## src/rtl/rpd_pkg.sv

```systemverilog
package rpd_pkg;

    localparam logic [7:0] MAGIC0   = 8'hB0;
    localparam logic [7:0] MAGIC1   = 8'h0B;
    localparam logic [7:0] CODE_16  = 8'd254;
    localparam logic [31:0] HDR_LEN = 32'd8;

    localparam logic [1:0] KIND_DATA   = 2'd0;
    localparam logic [1:0] KIND_HEADER = 2'd1;
    localparam logic [1:0] KIND_OK     = 2'd2;
    localparam logic [1:0] KIND_ERROR  = 2'd3;

    typedef struct packed {
        logic       hunt_start;
        logic       len_shift;
        logic       id_load;
        logic       cnt_load;
        logic       pos_inc;
        logic       code_start;
        logic       code_acc;
        logic       code_finish;
        logic       scan_zero;
        logic       scan_body;
        logic       scan_next;
        logic       scan_read;
        logic       region_take;
        logic       body_dec;
        logic       body_clear;
        logic       hold_data;
        logic       push;
        logic       push_hold;
        logic [1:0] push_kind;
        logic       push_last;
    } cmd_t;

    typedef struct packed {
        logic magic0;
        logic magic1;
        logic lt254;
        logic len_done;
        logic len_bad;
        logic cnt_zero;
        logic cnt_over;
        logic left_zero;
        logic left_one;
        logic codes_done;
        logic check_ok;
        logic sum_zero;
        logic remain_le1;
        logic scan_end;
        logic rdata_nz;
    } sts_t;

    typedef struct packed {
        logic [1:0] kind;
        logic [7:0] data;
        logic [7:0] region;
        logic       rend;
        logic [7:0] id;
        logic [7:0] total;
        logic       last;
    } res_t;

endpackage

```

## src/rtl/rpd_outq.sv

```systemverilog
module rpd_outq
    import rpd_pkg::*;
(
    input  logic clk,
    input  logic rst_n,
    input  logic push,
    input  res_t push_res,
    output logic full,
    output logic out_valid,
    input  logic out_ready,
    output res_t out_res
);

    res_t       q_reg [2];
    logic       wr_ptr_reg;
    logic       rd_ptr_reg;
    logic [1:0] cnt_reg;
    logic       pop;

    assign full      = (cnt_reg == 2'd2);
    assign out_valid = (cnt_reg != 2'd0);
    assign out_res   = q_reg[rd_ptr_reg];
    assign pop       = out_valid && out_ready;

    always_ff @(posedge clk)
    begin
        if (push)
        begin
            q_reg[wr_ptr_reg] <= push_res;
        end
    end

    always_ff @(posedge clk or negedge rst_n)
    begin
        if (!rst_n)
        begin
            wr_ptr_reg <= 1'b0;
            rd_ptr_reg <= 1'b0;
            cnt_reg    <= 2'd0;
        end
        else
        begin
            if (push)
            begin
                wr_ptr_reg <= ~wr_ptr_reg;
            end
            if (pop)
            begin
                rd_ptr_reg <= ~rd_ptr_reg;
            end
            cnt_reg <= cnt_reg + {1'b0, push} - {1'b0, pop};
        end
    end

endmodule

```

## config.mk

```make
export PLATFORM = sky130hd
export DESIGN_NAME = rpd_outq
export DESIGN_NICKNAME = d
export VERILOG_FILES = /design/src/rtl/rpd_pkg.sv /design/src/rtl/rpd_outq.sv
export SDC_FILE = /design/constraint.sdc
export NUM_CORES = 1
export LEC_CHECK = 0
export BUFFER_PORTS_ARGS = -buffer_cell sky130_fd_sc_hd__buf_2
export CAP_MARGIN = 20
export CORE_MARGIN = 4
export CORE_UTILIZATION = 55
export DETAILED_ROUTE_END_ITERATION = 10
export MAX_ROUTING_LAYER = met4
export PLACE_DENSITY = 0.87
export SLEW_MARGIN = 20
export SYNTH_ARGS = -nofsm -noshare
export SYNTH_HDL_FRONTEND = slang
export SYNTH_SLANG_ARGS = --single-unit
```

## constraint.sdc

```tcl
create_clock -name clk -period 6.71 [get_ports clk]
set_input_delay 0.3355 -clock clk [delete_from_list [all_inputs] [get_ports clk]]
set_output_delay 0.3355 -clock clk [all_outputs]
set_load 0.05 [all_outputs]
```

==> metrics <==
outcome finished, final reports clean; weighted congestion at the end of routability-driven global placement 0.646; drc violations 0; Final Total Pwr 1760 uW; via/cell ratio 4.88; Setup violations, final 0; cell with the largest stage delay on the worst path dfrtp_2; slowest stage delay, CP 0.60 ns; TritonCTS Buffers 9; clock latency of the later-clocked register in the worst-skew pair 0.33 ns; post-detailed-placement half-perimeter wirelength 2.98 mm; CP top delay family flip-flops; total inserted antenna cells 0; CP arrival 1.77 ns; VDD IR max 0.000336 V; area grow syn2layout 20.9%; Cell Chain, Critical Path buf_12 > mux2_2 > buf_2; max-cap check violation count 0; via count of the first global-routing pass 1,495; sequential cell area fraction in the yosys report 76.7%; first-pass GRT wire length 7.05 mm; most frequent cells in the layout 77 x buf_2, 72 x edfxtp_1, 29 x mux2_4; Setup WS post-layout 4.60 ns; worst flop-to-flop path startpoint wr_ptr_reg; post-synthesis instance area 2950 um^2; critical path class reg2out; # nets final 257; maximum clock rate 0.475 GHz; via count of the routed design 1,410; Setup Total Neg Slack 0 ns; Worst Clk Skew 0.00297 ns; Detailed Route WL 4.60 mm; number of flip-flops and latches in the synthesized netlist 76; antenna violation net count after detailed routing 0; initial antenna violation count 0; max reg flops 72; post-layout instance area 3560 um^2; CP max FO 25; Worst Hold End q_reg[1][1]; mean instance size in the synthesized netlist 22.9 um^2; minimum setup slack among reg-to-reg paths 5.05 ns; Num Clock Sinks 76; clock slew at the register clock pins of the worst setup and hold paths 0.07 ns; grt ovf 0; Routed wire per std cell 15.9 um; sum of routed wire segments on met1 1.84 mm; pwr dens 494 nW/um^2; TritonCTS clock tree built; detailed route wirelength on metal2 2.40 mm; number of cells traversed by the worst register-to-register path 1; Met3 Routed Length 292 um; number of instances in the synthesized netlist 129; Max Root-Sink Buffers 2; CP startpoint kind flop; min Tclk post-route 2.11 ns; Mapped Nets 171; critical path endpoint category primary output; count of buffering cells on the critical path with inverters included 2; Die Outline Area 6600 um^2; pre-CTS setup slack 4.65 ns; H-tree depth reported by CTS 3; Post-CTS Setup Bufs 0; Resized cells post-CTS 0; fraction of the core area covered by cells at the end of the flow 69.3%; count of endpoints failing hold in the final timing report 0; kind of path behind the tightest hold check in2reg; RSZ-0062 raised after global routing no; final cycle utilization of the critical path 31.4%; cell depth of the worst hold path 1; headroom to the max-slew limit 30.9%; total I/O pin count 78; initial drt markers 63; terminus of the critical flop-to-flop path q_reg[0][12]; core region area 5140 um^2; slew at the pin closest to its max-slew limit 1.03 ns; commonest non-fill, non-tap cell in the layout buf_2; share of layout cells above drive strength 1 58.9%; die span in x 81.2 um; Die Y-Extent 81.2 um; top layer used by detailed routing met4; placed standard-cell area 3360 um^2; row cnt 26; total count of max-transition violations in the final report 0; maximum number of pins on one net before global-route repair 38; detailed-routing iteration count for the pre-antenna-repair pass 3; Clk Tree Root Cell clkbuf_8; Worst Min Path Start push_res[1]; Synth cell types 14; Warnings, synthesis 0; GRT Total Usage 15.6%; total of buffers placed on input and output ports 77; CP Data Required Time 6.37 ns; Initial Util 57.4%; static leakage 0.00145 uW
==> how the worst max path moves through the flow <==
stage | endpoint | slack, ns | start | cells past startpoint
after CTS | out_res[2] | 4.28 | rd_ptr_reg | 2
after floorplan | q_reg[0][0] | 4.26 | wr_ptr_reg | 1
after global placement | out_res[2] | 4.66 | rd_ptr_reg | 2
after detailed placement | out_res[2] | 4.65 | rd_ptr_reg | 2
after global routing | out_res[2] | 4.53 | rd_ptr_reg | 3
final | out_res[2] | 4.60 | rd_ptr_reg | 3
==> Yosys cell counts, drive strengths merged <==
cell type   n  share of area, %
edfxtp     72                73
mux2       36                17
buf         4               2.4
dfrtp       4               3.4
ha          2              0.85
inv         2              0.25
nor2b       2              0.42
xnor2       2              0.59
xor2        2              0.59
and2        1              0.21
o21a        1              0.25
or2         1              0.21
==> layout make-up <==
type                            instances  area [um^2]
Clock buffer                           12          135
Timing Repair Buffer                   79          415
Inverter                                2         7.51
Fill cell                             365         1580
Tap cell                               70         87.6
Sequential cell                        76         2260
Multi-Input combinational cell         47          616
Clock inverter                          3         38.8
==> layer usage <==
metal	up-vias	GRT usage [%]
met5	-	-
met4	0	8.11
met3	7	3.99
met2	52	26.2
met1	682	17.0
li1	669	-
==> cells by family after synthesis <==
| group | count (synthesis) | synth area share (%) |
|---|---|---|
| buf+inv | 6 | 2.67 |
| flops | 76 | 76.7 |
| simple gates | 4 | 0.849 |
| fa+ha+maj | 2 | 0.849 |
| compound gates | 1 | 0.255 |
| xor+xnor | 4 | 1.19 |
| mux | 36 | 17.4 |
==> per-stage QoR <==
step,hold slack (ns),instances
after floorplan,0.0399,129
after global placement,0.146,272
after detailed placement,0.152,272
after CTS,0.172,288
after global routing,0.174,289
final,0.189,289
==> report_power, final <==
part	internal [uW]	switching [uW]	total (uW)
logic	251	514	765
registers	635	50.1	685
clock network	168	143	312
==> repair_timing <==
item | 4_1_cts | 5_1_grt
hold buffers | 1 | 0
hold endpoints to repair | 4 | 0
endpoints found under the setup margin | 0 | 0
(Power assumes the default switching activity.)
